**src/design/cffp_pkg.sv**
```systemverilog
`timescale 1ns / 1ps

package cffp_pkg;

    localparam int SIZE_W   = 7;
    localparam int TAG_W    = 16;
    localparam int ID_W     = 16;
    localparam int CREDIT_W = 7;
    localparam int SEQ_W    = 6;

    // Credit counter limits
    localparam logic [CREDIT_W-1:0] CREDIT_RESET   = 7'd4;
    localparam logic [CREDIT_W-1:0] CREDIT_CEILING = 7'd64;

    typedef enum logic [1:0] {
        MODE_TICK   = 2'd0,
        MODE_PACKET = 2'd1,
        MODE_CREDIT = 2'd2
    } mode_t;

    typedef enum logic [1:0] {
        KIND_HEAD   = 2'd0,
        KIND_BODY   = 2'd1,
        KIND_TAIL   = 2'd2,
        KIND_SINGLE = 2'd3
    } flit_kind_t;

    typedef struct packed {
        logic [SIZE_W-1:0] size;
        logic [TAG_W-1:0]  tag;
    } entry_t;

    typedef struct packed {
        logic   push;
        entry_t entry;
        logic   pop;
    } queue_ctrl_t;

    typedef struct packed {
        logic   full;
        logic   nonempty;
        entry_t head;
    } queue_stat_t;

    typedef struct packed {
        logic                load;
        logic [CREDIT_W-1:0] load_value;
        logic                ret;
        logic [ID_W-1:0]     ret_id;
        logic                take;
    } credit_ctrl_t;

endpackage

```
**src/design/cffp_ram.sv**
```systemverilog
`timescale 1ns / 1ps

module cffp_ram #(
    parameter int WIDTH = 8,
    parameter int DEPTH = 16
) (
    input  logic                     clk,
    input  logic                     wr_en,
    input  logic [$clog2(DEPTH)-1:0] wr_addr,
    input  logic [WIDTH-1:0]         wr_data,
    input  logic [$clog2(DEPTH)-1:0] rd_addr,
    output logic [WIDTH-1:0]         rd_data
);

    logic [WIDTH-1:0] mem [DEPTH];
    logic [WIDTH-1:0] rd_data_reg;

    always_ff @(posedge clk)
    begin
        if (wr_en)
        begin
            mem[wr_addr] <= wr_data;
        end
        rd_data_reg <= mem[rd_addr];
    end

    assign rd_data = rd_data_reg;

endmodule

```
**src/design/cffp_queue.sv**
```systemverilog
`timescale 1ns / 1ps

module cffp_queue #(
    parameter int DEPTH = 16
) (
    input  logic                 clk,
    input  logic                 rst_n,
    input  cffp_pkg::queue_ctrl_t ctrl,
    output cffp_pkg::queue_stat_t stat
);

    localparam int AW = $clog2(DEPTH);
    localparam int CW = $clog2(DEPTH + 1);
    localparam int EW = $bits(cffp_pkg::entry_t);

    logic [AW-1:0]     head_reg, head_next;
    logic [AW-1:0]     tail_reg, tail_next;
    logic [CW-1:0]     count_reg, count_next;
    logic              byp_hit_reg, byp_hit_next;
    cffp_pkg::entry_t  byp_data_reg;
    logic [EW-1:0]     rd_data;
    logic              full;

    function automatic logic [AW-1:0] wrap_inc(input logic [AW-1:0] p);
        return (p == AW'(DEPTH - 1)) ? '0 : p + AW'(1);
    endfunction

    assign full = (count_reg == CW'(DEPTH));

    always_comb
    begin
        head_next  = ctrl.pop  ? wrap_inc(head_reg) : head_reg;
        tail_next  = ctrl.push ? wrap_inc(tail_reg) : tail_reg;
        count_next = count_reg;
        if (ctrl.push)
        begin
            count_next = count_reg + CW'(1);
        end
        else if (ctrl.pop)
        begin
            count_next = count_reg - CW'(1);
        end
        // a write landing on the slot about to be read must be forwarded
        byp_hit_next = ctrl.push && (tail_reg == head_next);
    end

    // read address follows the next head so the registered read data matches head_reg
    cffp_ram #(
        .WIDTH (EW),
        .DEPTH (DEPTH)
    ) u_ram (
        .clk     (clk),
        .wr_en   (ctrl.push),
        .wr_addr (tail_reg),
        .wr_data (ctrl.entry),
        .rd_addr (head_next),
        .rd_data (rd_data)
    );

    always_ff @(posedge clk or negedge rst_n)
    begin
        if (!rst_n)
        begin
            head_reg    <= '0;
            tail_reg    <= '0;
            count_reg   <= '0;
            byp_hit_reg <= 1'b0;
        end
        else
        begin
            head_reg    <= head_next;
            tail_reg    <= tail_next;
            count_reg   <= count_next;
            byp_hit_reg <= byp_hit_next;
        end
    end

    always_ff @(posedge clk)
    begin
        if (byp_hit_next)
        begin
            byp_data_reg <= ctrl.entry;
        end
    end

    always_comb
    begin
        stat.full     = full;
        stat.nonempty = (count_reg != '0);
        stat.head     = byp_hit_reg ? byp_data_reg : cffp_pkg::entry_t'(rd_data);
    end

    assert property (@(posedge clk) disable iff (!rst_n) !(ctrl.push && full))
        else $error("push into a full queue");

    assert property (@(posedge clk) disable iff (!rst_n) ctrl.pop |-> (count_reg != '0))
        else $error("pop from an empty queue");

endmodule

```
**src/design/cffp_credit.sv**
```systemverilog
`timescale 1ns / 1ps

module cffp_credit (
    input  logic                               clk,
    input  logic                               rst_n,
    input  cffp_pkg::credit_ctrl_t             ctrl,
    output logic [cffp_pkg::CREDIT_W-1:0]      count,
    output logic [cffp_pkg::CREDIT_W-1:0]      count_next
);

    logic [cffp_pkg::CREDIT_W-1:0] count_reg;
    logic                          last_valid_reg, last_valid_next;
    logic [cffp_pkg::ID_W-1:0]     last_id_reg, last_id_next;
    logic                          fresh;

    always_comb
    begin
        fresh           = !last_valid_reg || (last_id_reg != ctrl.ret_id);
        count_next      = count_reg;
        last_valid_next = last_valid_reg;
        last_id_next    = last_id_reg;
        priority if (ctrl.load)
        begin
            count_next = ctrl.load_value;
        end
        else if (ctrl.ret)
        begin
            // drop repeats and any credit with the counter at the ceiling, record the id anyway
            if (fresh && (count_reg < cffp_pkg::CREDIT_CEILING))
            begin
                count_next = count_reg + 7'd1;
            end
            last_valid_next = 1'b1;
            last_id_next    = ctrl.ret_id;
        end
        else if (ctrl.take)
        begin
            count_next = count_reg - 7'd1;
        end
        else
        begin
            // hold the counter and the last id
            count_next = count_reg;
        end
    end

    always_ff @(posedge clk or negedge rst_n)
    begin
        if (!rst_n)
        begin
            count_reg      <= cffp_pkg::CREDIT_RESET;
            last_valid_reg <= 1'b0;
            last_id_reg    <= '0;
        end
        else
        begin
            count_reg      <= count_next;
            last_valid_reg <= last_valid_next;
            last_id_reg    <= last_id_next;
        end
    end

    assign count = count_reg;

    assert property (@(posedge clk) disable iff (!rst_n) ctrl.take |-> (count_reg != '0))
        else $error("credit taken with counter at zero");

endmodule

```
**src/design/credit_flow_flit_packetizer_unit.sv**
```systemverilog
`timescale 1ns / 1ps
// Data path: an accepted input word passes through the input register, then the result
//   register; one result word per input word.
// Throughput: one word per cycle unless out_stall holds the result stage; the queue
//   head is read from a registered-read RAM addressed by the next head pointer, forwarding a same-slot write.
// Reset: queue empty, flit index zero, credit counter 4, no credit id seen.
//   The queue RAM is not cleared; only written slots are ever read.

module credit_flow_flit_packetizer_unit #(
    parameter int QUEUE_DEPTH      = 16,
    parameter int MAX_PACKET_FLITS = 64
) (
    input  logic                              clk,
    input  logic                              rst_n,
    // input channel
    input  logic                              in_valid,
    output logic                              in_stall,
    input  logic [1:0]                        mode,
    input  logic [cffp_pkg::SIZE_W-1:0]       packet_size,
    input  logic [cffp_pkg::TAG_W-1:0]        packet_tag,
    input  logic [cffp_pkg::ID_W-1:0]         credit_id,
    // result channel
    output logic                              out_valid,
    input  logic                              out_stall,
    output logic                              flit_valid,
    output logic [1:0]                        flit_kind,
    output logic [cffp_pkg::SEQ_W-1:0]        flit_seq,
    output logic [cffp_pkg::TAG_W-1:0]        flit_tag,
    output logic                              packet_dropped,
    output logic [cffp_pkg::CREDIT_W-1:0]     credits_left,
    // configuration: credit_init
    input  logic                              cfg_valid,
    output logic                              cfg_ready,
    input  logic [cffp_pkg::CREDIT_W-1:0]     credit_init
);

    // Largest packet the size field can actually express after saturation
    localparam int SatFlits = (MAX_PACKET_FLITS < 127) ? MAX_PACKET_FLITS : 127;
    localparam logic [cffp_pkg::SIZE_W-1:0] SAT_SIZE = cffp_pkg::SIZE_W'(SatFlits);

    // Input register stage
    logic                          in_valid_reg;
    cffp_pkg::mode_t               mode_reg;
    logic [cffp_pkg::SIZE_W-1:0]   size_reg;
    logic [cffp_pkg::TAG_W-1:0]    tag_reg;
    logic [cffp_pkg::ID_W-1:0]     id_reg;

    // Result register stage
    logic                          out_valid_reg;
    logic                          flit_valid_reg, flit_valid_next;
    cffp_pkg::flit_kind_t          flit_kind_reg, flit_kind_next;
    logic [cffp_pkg::SEQ_W-1:0]    flit_seq_reg, flit_seq_next;
    logic [cffp_pkg::TAG_W-1:0]    flit_tag_reg, flit_tag_next;
    logic                          dropped_reg, dropped_next;
    logic [cffp_pkg::CREDIT_W-1:0] credits_reg;

    // Flit position within the head packet
    logic [cffp_pkg::SIZE_W-1:0]   flit_index_reg, flit_index_next;
    logic [cffp_pkg::SIZE_W:0]     idx_inc;
    logic                          last_flit;

    logic                          advance;
    logic                          work;
    logic [cffp_pkg::SIZE_W-1:0]   size_fixed;

    cffp_pkg::queue_ctrl_t         q_ctrl;
    cffp_pkg::queue_stat_t         q_stat;
    cffp_pkg::credit_ctrl_t        c_ctrl;
    logic [cffp_pkg::CREDIT_W-1:0] credit_count;
    logic [cffp_pkg::CREDIT_W-1:0] credit_count_next;

    // Advance the result stage when it is empty or being drained; stall the
    // input only while a word waits in the input register and cannot move on.
    assign advance  = !out_valid_reg || !out_stall;
    assign in_stall = in_valid_reg && !advance;
    assign work     = in_valid_reg && advance;

    // Take configuration only with no word in the input register
    assign cfg_ready = !in_valid_reg;

    always_ff @(posedge clk or negedge rst_n)
    begin
        if (!rst_n)
        begin
            in_valid_reg <= 1'b0;
        end
        else if (!in_stall)
        begin
            in_valid_reg <= in_valid;
        end
    end

    always_ff @(posedge clk)
    begin
        if (in_valid && !in_stall)
        begin
            mode_reg <= cffp_pkg::mode_t'(mode);
            size_reg <= packet_size;
            tag_reg  <= packet_tag;
            id_reg   <= credit_id;
        end
    end

    // Clamp size: zero becomes a single flit, oversize saturates
    always_comb
    begin
        priority if (size_reg == '0)
        begin
            size_fixed = cffp_pkg::SIZE_W'(1);
        end
        else if (size_reg > SAT_SIZE)
        begin
            size_fixed = SAT_SIZE;
        end
        else
        begin
            size_fixed = size_reg;
        end
    end

    assign idx_inc   = {1'b0, flit_index_reg} + (cffp_pkg::SIZE_W + 1)'(1);
    assign last_flit = idx_inc >= {1'b0, q_stat.head.size};

    // Decode the word held in the input register against the current state
    always_comb
    begin
        q_ctrl.push       = 1'b0;
        q_ctrl.entry.size = size_fixed;
        q_ctrl.entry.tag  = tag_reg;
        q_ctrl.pop        = 1'b0;

        c_ctrl.load       = cfg_valid && cfg_ready;
        c_ctrl.load_value = credit_init;
        c_ctrl.ret        = 1'b0;
        c_ctrl.ret_id     = id_reg;
        c_ctrl.take       = 1'b0;

        flit_index_next   = flit_index_reg;
        flit_valid_next   = 1'b0;
        flit_kind_next    = cffp_pkg::KIND_HEAD;
        flit_seq_next     = '0;
        flit_tag_next     = '0;
        dropped_next      = 1'b0;

        if (work)
        begin
            unique case (mode_reg)
                cffp_pkg::MODE_PACKET:
                begin
                    if (q_stat.full)
                    begin
                        dropped_next = 1'b1;
                    end
                    else
                    begin
                        q_ctrl.push = 1'b1;
                    end
                end
                cffp_pkg::MODE_CREDIT:
                begin
                    c_ctrl.ret = 1'b1;
                end
                cffp_pkg::MODE_TICK:
                begin
                    // Send one flit of the head packet if a credit remains
                    if (q_stat.nonempty && (credit_count != '0))
                    begin
                        c_ctrl.take     = 1'b1;
                        flit_valid_next = 1'b1;
                        flit_seq_next   = flit_index_reg[cffp_pkg::SEQ_W-1:0];
                        flit_tag_next   = q_stat.head.tag;
                        priority if (q_stat.head.size == cffp_pkg::SIZE_W'(1))
                        begin
                            flit_kind_next = cffp_pkg::KIND_SINGLE;
                        end
                        else if (flit_index_reg == '0)
                        begin
                            flit_kind_next = cffp_pkg::KIND_HEAD;
                        end
                        else if (last_flit)
                        begin
                            flit_kind_next = cffp_pkg::KIND_TAIL;
                        end
                        else
                        begin
                            flit_kind_next = cffp_pkg::KIND_BODY;
                        end
                        // Retire the packet after its last flit
                        if (last_flit)
                        begin
                            flit_index_next = '0;
                            q_ctrl.pop      = 1'b1;
                        end
                        else
                        begin
                            flit_index_next = idx_inc[cffp_pkg::SIZE_W-1:0];
                        end
                    end
                end
                default:
                begin
                    // unused mode: no state change, empty result
                end
            endcase
        end
    end

    cffp_queue #(
        .DEPTH (QUEUE_DEPTH)
    ) u_queue (
        .clk   (clk),
        .rst_n (rst_n),
        .ctrl  (q_ctrl),
        .stat  (q_stat)
    );

    cffp_credit u_credit (
        .clk        (clk),
        .rst_n      (rst_n),
        .ctrl       (c_ctrl),
        .count      (credit_count),
        .count_next (credit_count_next)
    );

    always_ff @(posedge clk or negedge rst_n)
    begin
        if (!rst_n)
        begin
            flit_index_reg <= '0;
            out_valid_reg  <= 1'b0;
        end
        else
        begin
            flit_index_reg <= flit_index_next;
            if (advance)
            begin
                out_valid_reg <= in_valid_reg;
            end
        end
    end

    // Result payload: load only when a word moves into the result stage
    always_ff @(posedge clk)
    begin
        if (work)
        begin
            flit_valid_reg <= flit_valid_next;
            flit_kind_reg  <= flit_kind_next;
            flit_seq_reg   <= flit_seq_next;
            flit_tag_reg   <= flit_tag_next;
            dropped_reg    <= dropped_next;
            credits_reg    <= credit_count_next;
        end
    end

    assign out_valid      = out_valid_reg;
    assign flit_valid     = flit_valid_reg;
    assign flit_kind      = flit_kind_reg;
    assign flit_seq       = flit_seq_reg;
    assign flit_tag       = flit_tag_reg;
    assign packet_dropped = dropped_reg;
    assign credits_left   = credits_reg;

    assert property (@(posedge clk) disable iff (!rst_n)
        (out_valid && !flit_valid) |->
            (flit_kind == cffp_pkg::KIND_HEAD) && (flit_seq == '0) && (flit_tag == '0))
        else $error("idle result carries flit fields");

    assert property (@(posedge clk) disable iff (!rst_n)
        (out_valid && flit_valid) |-> !packet_dropped)
        else $error("flit and drop flagged on one result");

endmodule

```
**config.mk**
```make
export PLATFORM = sky130hd
export DESIGN_NAME = credit_flow_flit_packetizer_unit
export DESIGN_NICKNAME = d
export VERILOG_FILES = /design/src/design/cffp_pkg.sv /design/src/design/cffp_ram.sv /design/src/design/cffp_queue.sv /design/src/design/cffp_credit.sv /design/src/design/credit_flow_flit_packetizer_unit.sv
export SDC_FILE = /design/constraint.sdc
export NUM_CORES = 1
export LEC_CHECK = 0
export BUFFER_PORTS_ARGS = -buffer_cell sky130_fd_sc_hd__buf_2
export CAP_MARGIN = 20
export CORE_AREA = 2 2 207 209
export CTS_BUF_LIST = sky130_fd_sc_hd__clkbuf_2 sky130_fd_sc_hd__clkbuf_4 sky130_fd_sc_hd__clkbuf_8
export DETAILED_ROUTE_END_ITERATION = 10
export DIE_AREA = 0 0 209 211
export PLACE_DENSITY = 0.79
export RECOVER_POWER = 100
export SYNTH_ARGS = -nofsm -noshare
export SYNTH_HDL_FRONTEND = slang
export SYNTH_HIERARCHICAL = 1
export SYNTH_SLANG_ARGS = --single-unit
```
**constraint.sdc**
```tcl
create_clock -name clk -period 4.5 [get_ports clk]
set_input_delay 0.225 -clock clk [delete_from_list [all_inputs] [get_ports clk]]
set_output_delay 0.225 -clock clk [all_outputs]
set_load 0.005 [all_outputs]
```
Word level (Yosys, flattened, before mapping). Memory sizes are Yosys's and may differ from the RTL's. A register that Yosys moved wholly into a read port is not among the register bits. Index checks and enable logic that the tools add are counted.

Bits in registers: 144. Bits in latches: 0. Memory bits (writable): 368. Memory bits (read-only): 0. Output and inout port bits: 36. Memories: 1.

Memories: u_queue.u_ram.mem (depth 16, width 23, rd ports 1, clocked after memory_dff 1, write ports 1, RTL line cffp_ram.sv:15) `logic [WIDTH-1:0] mem [DEPTH];`.

$add $sub $neg: 7. $mul: 0. Div/mod/pow operators: 0. $lt $le $gt $ge: 3. Equal/unequal tests: 8. Shift operators: 0. Muxes and demuxes: 31. Bitwise logic cells: 1. Reductions and logical operators: 24.

Operators by type and width (count): $mux W7 (7); $mux W23 (1); $ne A16 B16 Y1 (1); $mux W1 (15); $logic_not A7 Y1 (2); $mux W4 (3); $mux W5 (2); $add A4 B1 Y4 const B (2); $add A7 B1 Y8 const B (1); $eq A4 B4 Y1 const B (2); $ge A8 B7 Y1 (1); $add A7 B1 Y7 const B (1); $eq A7 B1 Y1 const B (1); $gt A7 B7 Y1 const B (1); $logic_and A1 B1 Y1 (7); $lt A7 B7 Y1 const B (1); $reduce_bool A7 Y1 (1); $sub A7 B1 Y7 const B (1); $logic_not A1 Y1 (6); $mux W2 (3); $add A5 B1 Y5 const B (1); $eq A5 B5 Y1 const B (1); $reduce_bool A5 Y1 (1); $sub A5 B1 Y5 const B (1); 9 further kinds (11).

Logic depth before layout (Yosys ltp). Gate-level depths: netlist of run 1.

Word-level depth: 9. Mapped depth: 19.

By module. Netlist of run 1, hierarchy kept.

Modules (own cells, without submodules): cffp_ram (times used 1, cells an instance 608, area each 14308.7 um^2, sequential area each 11511.0 um^2); credit_flow_flit_packetizer_unit (times used 1, cells an instance 205, area each 3263.1 um^2, sequential area each 2447.3 um^2); cffp_queue (times used 1, cells an instance 124, area each 1761.7 um^2, sequential area each 1041.0 um^2); cffp_credit (times used 1, cells an instance 124, area each 1332.5 um^2, sequential area each 601.8 um^2).

Worst setup path after synthesis of run 1. No wires, ideal clock.

Path kind: register -> register. From: register u_queue.byp_hit_reg. To: register u_queue/byp_data_reg[0] (netlist name), enable pin. Library setup time: 427 ps. Arrival: 4533 ps. Required time: 4073 ps. Path slack: -460 ps. Stages on the path, launching flop included: 14. Path through: dfrtp_1 > buf_1 > mux2_2 > ha_1 > nand2b_1 > a31oi_1 > o21ai_1 > nor2_1 > nor2_1 > buf_6 > nand2_4 > o21a_1 > or3_1 > a2111oi_2.

RTL lines: from (decl) (RTL line cffp_queue.sv:19) `logic byp_hit_reg, byp_hit_next;`; from (signal assigned) (RTL line cffp_queue.sv:74) `byp_hit_reg <= byp_hit_next;`; to (signal assigned) (RTL line cffp_queue.sv:82) `byp_data_reg <= ctrl.entry;`; to (decl) (RTL line cffp_queue.sv:20) `cffp_pkg::entry_t byp_data_reg;`.

==> results of run 1 <==
final cells by class:
class | count | area share [%]
multi-input cells | 464 | 19.9
clock buffers | 116 | 5.89
clock inverters | 35 | 1.13
flip-flops and latches | 535 | 64.7
well taps | 539 | 2.80
inverters | 21 | 0.332
repair buffers | 188 | 5.26
final timing paths:
| check | startpoint | end | slack [ns] | cells past startpoint |
|---|---|---|---|---|
| worst max-delay path | flit_index_reg[0] | u_queue/u_ram/rd_data[1] | 0.38 | 16 |
| worst min-delay path | cfg_valid | u_credit/count[1] | 0.29 | 3 |
| worst max register to register | flit_index_reg[0] | u_queue/u_ram/rd_data[1] | 0.38 | 16 |
| worst min register to register | u_credit/last_valid_reg | u_credit/last_valid_reg | 0.48 | 1 |
| max in group asynchronous | rst_n | u_queue/count_reg[2] | 2.23 | 3 |
| min in group asynchronous | rst_n | in_valid_reg | 0.44 | 2 |
layer usage:
metal / wire, microns / part of all wire (%) / up-vias
met4: 1320 / 3.0 / 0
met1: 17300 / 40 / 5545
li1: - / - / 4732
met2: 21100 / 49 / 526
met5: 0 / 0 / -
met3: 3720 / 8.6 / 103
cells in the mapped netlist, drive strengths merged, types with 3 or more instances:
cell / n
xor2: 23
nand4: 3
ha: 16
nor2b: 11
dfrtp: 46
buf: 25
a21o: 3
dfxtp: 23
xnor2: 8
clkbuf: 16
nand2: 51
a31oi: 4
nor3: 17
and2: 27
edfxtp: 465
a21oi: 6
nor2: 26
mux2: 41
inv: 19
nand3b: 4
a22oi: 47
o21ai: 16
and3: 5
nand2b: 6
mux4: 92
or2: 5
nand3: 9
mux2i: 3
nor4: 8
where the power goes:
group | total (mW) | internal [mW] | switching [mW]
sequential | 6.01 | 5.75 | 0.260
combinational | 1.75 | 0.908 | 0.842
clock | 4.08 | 2.24 | 1.85
total | 11.8 | 8.90 | 2.95
repair_timing:
item	CTS	global route
endpoints found under the setup margin	0	41
hold buffers	52	0
gates resized for setup	0	4
setup buffers	0	5
hold endpoints to repair	102	0
logic make-up after synthesis:
group / Yosys count / synth area share (%)
AOI/OAI and AO/OA: 99 / 3.58
xor gates and xnor gates: 31 / 1.31
adders and majority gates: 17 / 1.07
buffers and inverters: 62 / 1.49
DFF: 535 / 75.5
muxes: 136 / 12.4
and+or+nand+nor: 181 / 4.65
per-stage QoR:
step	area, sq um	hold WS [ns]	total power, mW	worst slack (ns)	instances
2_1_floorplan	20700	-0.0706	7.33	0.150	1061
3_3_place_gp	22000	0.402	7.77	0.332	1687
3_5_place_dp	22000	0.403	7.84	0.228	1687
4_1_cts	24200	0.243	12.0	0.164	1890
5_1_grt	24100	0.274	12.4	0.0139	1898
6_report	24100	0.289	11.8	0.377	1898
critical path: stages (launching register included):
cell and delay [ns]:
dfrtp_1 0.51, ha_1 0.29, nand3_1 0.14, nor2_1 0.17
xor2_1 0.25, ha_1 0.30, o2111ai_1 0.13, o21ai_1 0.12
nor2_1 0.22, nor2_1 0.12, clkbuf_1 0.17, a41oi_4 0.33
buf_4 0.20, buf_12 0.20, mux4_2 0.53, a22oi_1 0.22
nand2_1 0.08
layout by cell type (no fill, tap or decap), types with 12 or more instances in the layout:
cell           instances
nand2_1               49
nor3_1                17
clkbuf_8              88
clkbuf_4              28
ha_1                  16
clkinv_2              14
o21ai_0               13
inv_1                 19
mux4_2                92
a22oi_1               47
mux2_2                40
buf_4                 15
xor2_1                23
clkinv_1              13
nor2_1                20
dfxtp_1               23
and2_0                19
dfrtp_1               46
buf_2                 62
dlygate4sd3_1         52
clkbuf_1              41
clkbuf_2              12
edfxtp_1             465
==> summary.md, run 1 <==
| Metric | Value |
|---|---|
| Routability Congestion | `0.815` |
| CP arrival | `4.62 ns` |
| Net count after synthesis | `1131` |
| Synth Warn # | `6` |
| Max reg flops | `368` |
| CP Launch Type | `register` |
| Synth Register Bits | `535` |
| Worst Setup Path Type | `register to register` |
| Synth top area cells | `edfxtp_1 68%, mux4_2 10%, dfrtp_1 5.6%` |
| # diodes | `0` |
| Dpl hpwl | `23700 microns` |
| Initial antenna violation count | `0` |
| Worst-Skew Late Latency | `0.64 ns` |
| Final setup violation count | `0` |
| Total CTS buffers | `83` |
| IO Pins | `89` |
| Multi-input gate area | `4800 sq um` |
| Final Max Tran Viols | `approximately 130` |
| Starting density of the core | `49.5%` |
| Area delta synth->final | `16.7%` |
| WL per Instance | `22.9 microns` |
| Ys flop type | `edfxtp_1` |
| CTS root buf | `clkbuf_8` |
| Critical Path Fanout Max | `21` |
| Crit. End Element | `register` |
| Routed vias | `around 11k` |
| Crit share post-route | `91.6%` |
| P per Cell Area | `491 nW/um^2` |
| Mapped Cells | `1061` |
| Fmax | `0.243 GHz` |
| DRT Wirelength | `43400 microns` |
| Cell Rows | `75` |
| Setup TNS | `0 ns` |
| EDFF count, synth | `465` |
| Async SR Flop Fraction | `8.79%` |
| LEAKAGE | `approximately 8.2 nW` |
| Unrepaired setup endpoints after global routing | `no` |
| Number of max-cap violations | `5` |
| Die Ht | `211 microns` |
| CTS tree | `yes` |
| Max-slew headroom | `-106%` |
| Final Core Density | `between 50 and 60%` |
| Die width | `209 microns` |
| First-pass iteration count of the detailed router | `5` |
| Sequential standard cell area | `15600 sq um` |
| Synth unique cells | `71` |
| H-tree levels | `3` |
| Worst vdd ir | `327 uV` |
| Area share of the leading cell type in the synthesized netlist | `67.6%` |
| Pin count of the biggest net entering global routing | `70` |
| Initial DRC count | `1114` |
| Failing checks | `capacitance limit, slew limit` |
| Final Hold Viols | `0` |
| Hold/Removal Path Class | `input port to register` |
| Met3 GRT Util | `4.01%` |
| Worst EP required | `4.99 ns` |
| Clock tree buffer depth | `3` |
| Sink Count | `535` |
| Layout cell share with drive strength beyond 1 | `28.9%` |
| Busiest layer in global routing | `met2` |
| Die area | `44100 sq um` |
| Avg Inst Size Synth | `19.5 sq um` |
| Grt met1 use | `between 20% and 30%` |
| Grt total ovfl | `0` |
| # fillers | `2978` |
| Core area | `41800 sq um` |
| I/O Buffers | `88` |
| Min Tclk post-route | `4.12 ns` |
| Vias in the first global route | `~11k` |
| Tightest Pin Transition | `3.09 ns` |
| Outcome | `finished with violations` |
| Cell accounting for the most synthesized area | `edfxtp_1` |
| Seq/Total Area, Yosys | `75.5%` |
| DRC Markers | `0` |
| First-pass GRT wire length | `approximately 66000 microns` |
| Clock Pin Slew Worst Setup and Hold Paths | `0.07 ns` |
| Vias/cell | `~5.7` |
| Worst Skew | `0.0324 ns` |
| Gr usage total | `20.1%` |
| Post-layout net count | `1363` |
| Antenna viol nets, final | `0` |
| Met2 Track Usage GR | `32.4%` |
| Post-synthesis cell area | `20700 sq um` |
No activity file was read; power rests on OpenSTA's default activity.
==> run 2, diff against run 1 <==
==> constraint.sdc (replaced) <==
create_clock -name clk -period 4.5 [get_ports clk]
set_input_delay 0.9 -clock clk [delete_from_list [all_inputs] [get_ports clk]]
set_output_delay 0.9 -clock clk [all_outputs]
set_load 0.005 [all_outputs]
==> summary.md, run 2 (synthesis gave the netlist of run 1 again) <==
| Metric | Value |
|---|---|
| Outcome | `finished with violations` |
| Failing checks | `capacitance limit, slew limit` |
| CTS root buf | `clkbuf_8` |
| CP Launch Type | `register` |
| Worst Setup Path Type | `register to register` |
| LEAKAGE | `8.01 nW` |
| CTS tree | `yes` |
| # diodes | `0` |
| Total CTS buffers | `82` |
| Clock Pin Slew Worst Setup and Hold Paths | `0.06 ns` |
| Worst Skew | `0.0348 ns` |
| Min Tclk post-route | `between 4 and 5 ns` |
| Routability Congestion | `0.833` |
| Max reg flops | `368` |
| Critical Path Fanout Max | `24` |
| Vias/cell | `5.78` |
| Initial antenna violation count | `1` |
| Hold/Removal Path Class | `input port to async pin` |
| WL per Instance | `22.8 microns` |
| Die width | `209 microns` |
| Layout cell share with drive strength beyond 1 | `between 20% and 30%` |
| Cell Rows | `75` |
| Antenna viol nets, final | `0` |
| Number of max-cap violations | `11` |
| Final Hold Viols | `0` |
| Worst-Skew Late Latency | `0.65 ns` |
| Most frequent cells in the layout | `465 x edfxtp_1, 92 x mux4_2, 88 x clkbuf_8` |
| Gr usage total | `19.4%` |
| Area delta synth->final | `14.3%` |
| Final setup violation count | `0` |
| Die area | `44100 sq um` |
| Final Max Tran Viols | `about 270` |
| Initial DRC count | `1164` |
| Tightest Pin Transition | `3.05 ns` |
| Grt total ovfl | `0` |
| Worst-case reg-to-reg path depth | `15` |
| RR Endpoint | `u_queue/byp_data_reg[8]` |
| Die Ht | `211 microns` |
| I/O Buffers | `88` |
| Post-layout net count | `around 1.3k` |
| Sink Count | `between 500 and 600` |
| Reg-to-reg startpoint | `flit_index_reg[0]` |
| Crit share post-route | `92.1%` |
| Pin count of the biggest net entering global routing | `between 50 and 60` |
| Routed vias | `10.7k` |
| Clock tree buffer depth | `3` |
| First-pass GRT wire length | `63900 microns` |
| IO Pins | `89` |
| Setup TNS | `0 ns` |
| Commonest non-fill, non-tap cell in the layout | `edfxtp_1` |
| P per Cell Area | `504 nW/um^2` |
| Crit. End Element | `register` |
| Max-slew headroom | `-103%` |
| Post-route insts no fill | `1846` |
| Placed cell count | `1689` |
| Worst EP required | `about 4.8 ns` |
| Dpl hpwl | `23500 microns` |
| Fmax | `0.241 GHz` |
| First-pass iteration count of the detailed router | `5` |
| Reg2Reg Setup Slack | `~0.35 ns` |
| Critical Path Source | `flit_index_reg[0]` |
| DRT Wirelength | `42100 microns` |
| CP arrival | `roughly 4.4 ns` |
| Worst vdd ir | `around 300 uV` |
| Post-CTS Hold Buffers | `0` |
| Core area | `41800 sq um` |
| Unrepaired setup endpoints after global routing | `no` |
| H-tree levels | `3` |
| Starting density of the core | `49.5%` |
| Vias in the first global route | `10.9k` |
| CP endpoint | `u_queue/byp_data_reg[8]` |
| DRC Markers | `0` |
-- run 2: cell types whose count changed in the layout (fill, tap and decap cells not counted), moves of 2 or more --
cell / change
buf_4: -2
bufinv_16: +3
nor2_1: -4
nor2_2: +4
buf_2: +7
clkbuf_4: -8
dlygate4sd3_1: -52
and2_2: -2
clkinv_1: +3
clkbuf_1: +2
clkinv_2: +3
buf_12: -2
and2_0: +2
clkbuf_2: -7
-- run 2: critical path, cell delays in order (launching register included) --
cell and delay, ns:
dfrtp_2 0.47, ha_1 0.28, nand3_1 0.14, nor2_1 0.18, xor2_1 0.11, ha_1 0.30
o2111ai_1 0.11, o21ai_1 0.19, nor2_1 0.11, nor2_1 0.24, buf_4 0.18, nand2_1 0.07
o21a_1 0.21, or3_1 0.39, a2111oi_4 0.35, buf_4 0.44
-- run 2: area by class of cell --
class | count | area, sq um
fillers | 3009 | 18100
inverters | 21 | 80.1
repair buffers | 135 | 712
clock inverters | 44 | 388
flip-flops and latches | 535 | 15600
clock buffers | 108 | 1360
well taps | 539 | 674
multi-input cells | 464 | 4800
-- run 2: how the worst min path moves through the flow --
stage	to	slack (ns)	cells after the start
global placement	u_credit/last_valid_reg	0.45	1
CTS	size_reg[1]	0.39	1
detailed placement	u_queue/count_reg[4]	0.47	1
finish	u_queue/byp_hit_reg	0.24	1
global route	u_queue/byp_hit_reg	0.28	1
floorplan	u_credit/last_valid_reg	0.43	1
-- run 2: repair_timing --
item	in CTS	in global routing
endpoints found under the hold margin	0	0
setup buffers	0	1
resized for setup	0	5
setup endpoints to repair	0	45
-- run 2: power breakdown --
group          switching [mW]  internal, mW
combinational           0.828         0.856
sequential              0.274          5.75
clock                    1.86          2.35
total                    2.96          8.95
-- run 2: metal layers --
metal	GRT usage (%)	wire [microns]
met5	0	0
met4	7.09	979
met3	3.91	3410
met2	31.4	20800
met1	26.5	17000
-- run 2: stage by stage --
step	hold slack (ns)	area, sq um	util (%)	setup WS, ns	total power, mW
finish	0.245	23600	56.6	0.355	11.9
global route	0.280	23600	56.6	0.0799	12.4
CTS	0.391	23800	57.0	0.221	12.0
detailed placement	0.470	22000	52.8	0.252	7.82
global placement	0.452	22000	52.8	0.347	7.74
floorplan	0.435	20700	-	0.150	7.33
==> run 3, diff against run 2 <==
--- a/config.mk
+++ b/config.mk
@@ -7,11 +7,11 @@
 export LEC_CHECK = 0
 export BUFFER_PORTS_ARGS = -buffer_cell sky130_fd_sc_hd__buf_2
 export CAP_MARGIN = 20
-export CORE_AREA = 2 2 207 209
+export CORE_AREA = 2 2 266 268
 export CTS_BUF_LIST = sky130_fd_sc_hd__clkbuf_2 sky130_fd_sc_hd__clkbuf_4 sky130_fd_sc_hd__clkbuf_8
 export DETAILED_ROUTE_END_ITERATION = 10
-export DIE_AREA = 0 0 209 211
-export PLACE_DENSITY = 0.79
+export DIE_AREA = 0 0 268 270
+export PLACE_DENSITY = 0.56
 export RECOVER_POWER = 100
 export SYNTH_ARGS = -nofsm -noshare
 export SYNTH_HDL_FRONTEND = slang
==> summary.md, run 3 (synthesis gave the netlist of run 1 again) <==
| Metric | Value |
|---|---|
| Worst-Skew Late Latency | `0.67 ns` |
| Min Tclk post-route | `4.07 ns` |
| DRC Markers | `0` |
| Number of max-cap violations | `10` |
| M1 WL | `approximately 20000 microns` |
| Max reg flops | `368` |
| Sink Count | `roughly 540` |
| IO Pins | `89` |
| Layout cell share with drive strength beyond 1 | `29.1%` |
| Area delta synth->final | `16.5%` |
| Clock tree buffer depth | `3` |
| Multi-input gate area | `roughly 4800 sq um` |
| Initial antenna violation count | `0` |
| LEAKAGE | `7.98 nW` |
| P per Cell Area | `approximately 490 nW/um^2` |
| Starting density of the core | `about 30%` |
| Final setup violation count | `0` |
| First-pass GRT wire length | `69200 microns` |
| Placed cell count | `2087` |
| Core area | `69500 sq um` |
| Outcome | `finished with violations` |
| CP Launch Type | `register` |
| Cell Rows | `97` |
| Worst Skew | `between 0.04 and 0.05 ns` |
| Crit. End Element | `register` |
| Most frequent cells in the layout | `465 x edfxtp_1, 98 x clkbuf_8, 92 x mux4_2` |
| Hold/Removal Path Class | `input port to register` |
| # fillers | `6565` |
| CP arrival | `4.61 ns` |
| Power, Total | `approximately 12 mW` |
| Routability Congestion | `approximately 0.79` |
| Gr usage total | `12.9%` |
| CTS tree | `yes` |
| Unrepaired setup endpoints after global routing | `no` |
| I/O Buffers | `88` |
| Final Max Tran Viols | `273` |
| Vias/cell | `4.67` |
| Post-route insts no fill | `around 2.3k` |
| Worst EP required | `5.05 ns` |
| Total CTS buffers | `between 80 and 90` |
| Grt total ovfl | `0` |
| DRT Wirelength | `46200 microns` |
| Die Ht | `270 microns` |
| WL per Instance | `~20 microns` |
| Vias in the first global route | `11.1k` |
| Worst vdd ir | `212 uV` |
| Crit share post-route | `between 90% and 100%` |
| Critical Path Fanout Max | `18` |
| First-pass iteration count of the detailed router | `5` |
| Die width | `about 270 microns` |
| Pin count of the biggest net entering global routing | `94` |
| Clock Pin Slew Worst Setup and Hold Paths | `0.06 ns` |
| Met2 WL | `22700 microns` |
| Hold WS | `between 0.4 and 0.5 ns` |
| Initial DRC count | `roughly 810` |
| Dpl hpwl | `roughly 25000 microns` |
| Tightest Pin Transition | `~2.8 ns` |
| Post-CTS Setup Bufs | `0` |
| Commonest non-fill, non-tap cell in the layout | `edfxtp_1` |
| Top routing layer in use | `met4` |
| CTS root buf | `clkbuf_8` |
| Final Hold Viols | `0` |
| Worst Setup Path Type | `register to register` |
| Fmax | `0.246 GHz` |
| H-tree levels | `3` |
| Post-layout net count | `1310` |
| Post-CTS Hold Buffers | `0` |
| Setup TNS | `0 ns` |
| Sequential standard cell area | `15600 sq um` |
| Max-slew headroom | `-85.3%` |
| Antenna viol nets, final | `0` |
| Failing checks | `capacitance limit, slew limit` |
| Routed vias | `10.5k` |
| DR WL met3 | `2300 microns` |
| Die area | `72400 sq um` |
run 3: routing by layer:
metal / global-route usage, % / vias to the layer above
met2: 21.1 / 283
li1: - / 4629
met4: 3.73 / 0
met3: 3.02 / 83
met5: 0 / -
met1: 17.0 / 5522
run 3: repair_timing:
action,in CTS,in global routing
resized for setup,0,1
setup endpoints to repair,0,2
hold endpoints to repair,0,0
run 3: area by class of cell:
class / instances / area share (%)
sequential: 535 / 64.8
multi-input combinational: 464 / 19.9
clock buffer: 125 / 6.44
tap: 940 / 4.88
timing repair buffer: 131 / 2.81
clock inverter: 36 / 0.878
inverter: 21 / 0.333
antenna: 1 / 0.0104
run 3: path summary, 6_finish.rpt:
path	start	end	slack, ns	depth (start not counted)
hold / removal	packet_tag[9]	tag_reg[9]	0.40	1
setup reg to reg	flit_index_reg[0]	u_queue/u_ram/rd_data[17]	0.43	16
min in group asynchronous	rst_n	u_queue/head_reg[2]	1.24	2
setup / recovery	flit_index_reg[0]	u_queue/u_ram/rd_data[17]	0.43	16
max in group asynchronous	rst_n	flit_index_reg[5]	1.68	2
hold reg to reg	u_credit/last_valid_reg	u_credit/last_valid_reg	0.47	1
run 3: critical path: stages, from the launching register on:
cell     delay, ns
dfrtp_1       0.49
ha_1          0.27
nand3_1       0.13
nor2_1        0.16
xor2_1        0.23
ha_1          0.28
a21oi_1       0.13
o21ai_1       0.09
nor2_1        0.22
nor2_1        0.11
buf_4         0.18
a41oi_4       0.20
buf_4         0.22
buf_4         0.37
mux4_2        0.55
a22oi_1       0.24
nand2_1       0.08
run 3: per-stage QoR:
step / utilization [%] / instance area [sq um] / setup slack, ns
CTS: 34.9 / 24300 / 0.352
global placement: 32.4 / 22500 / 0.440
detailed placement: 32.4 / 22500 / 0.374
finish: 34.6 / 24100 / 0.434
floorplan: - / 20700 / 0.150
global route: 34.6 / 24100 / 0.0173
run 3: power by group:
part	switching (mW)	internal, mW	leakage, nW
combinational	0.835	0.834	2.01
sequential	0.263	5.75	5.02
clock	1.91	2.29	0.946
total	3.00	8.87	7.98
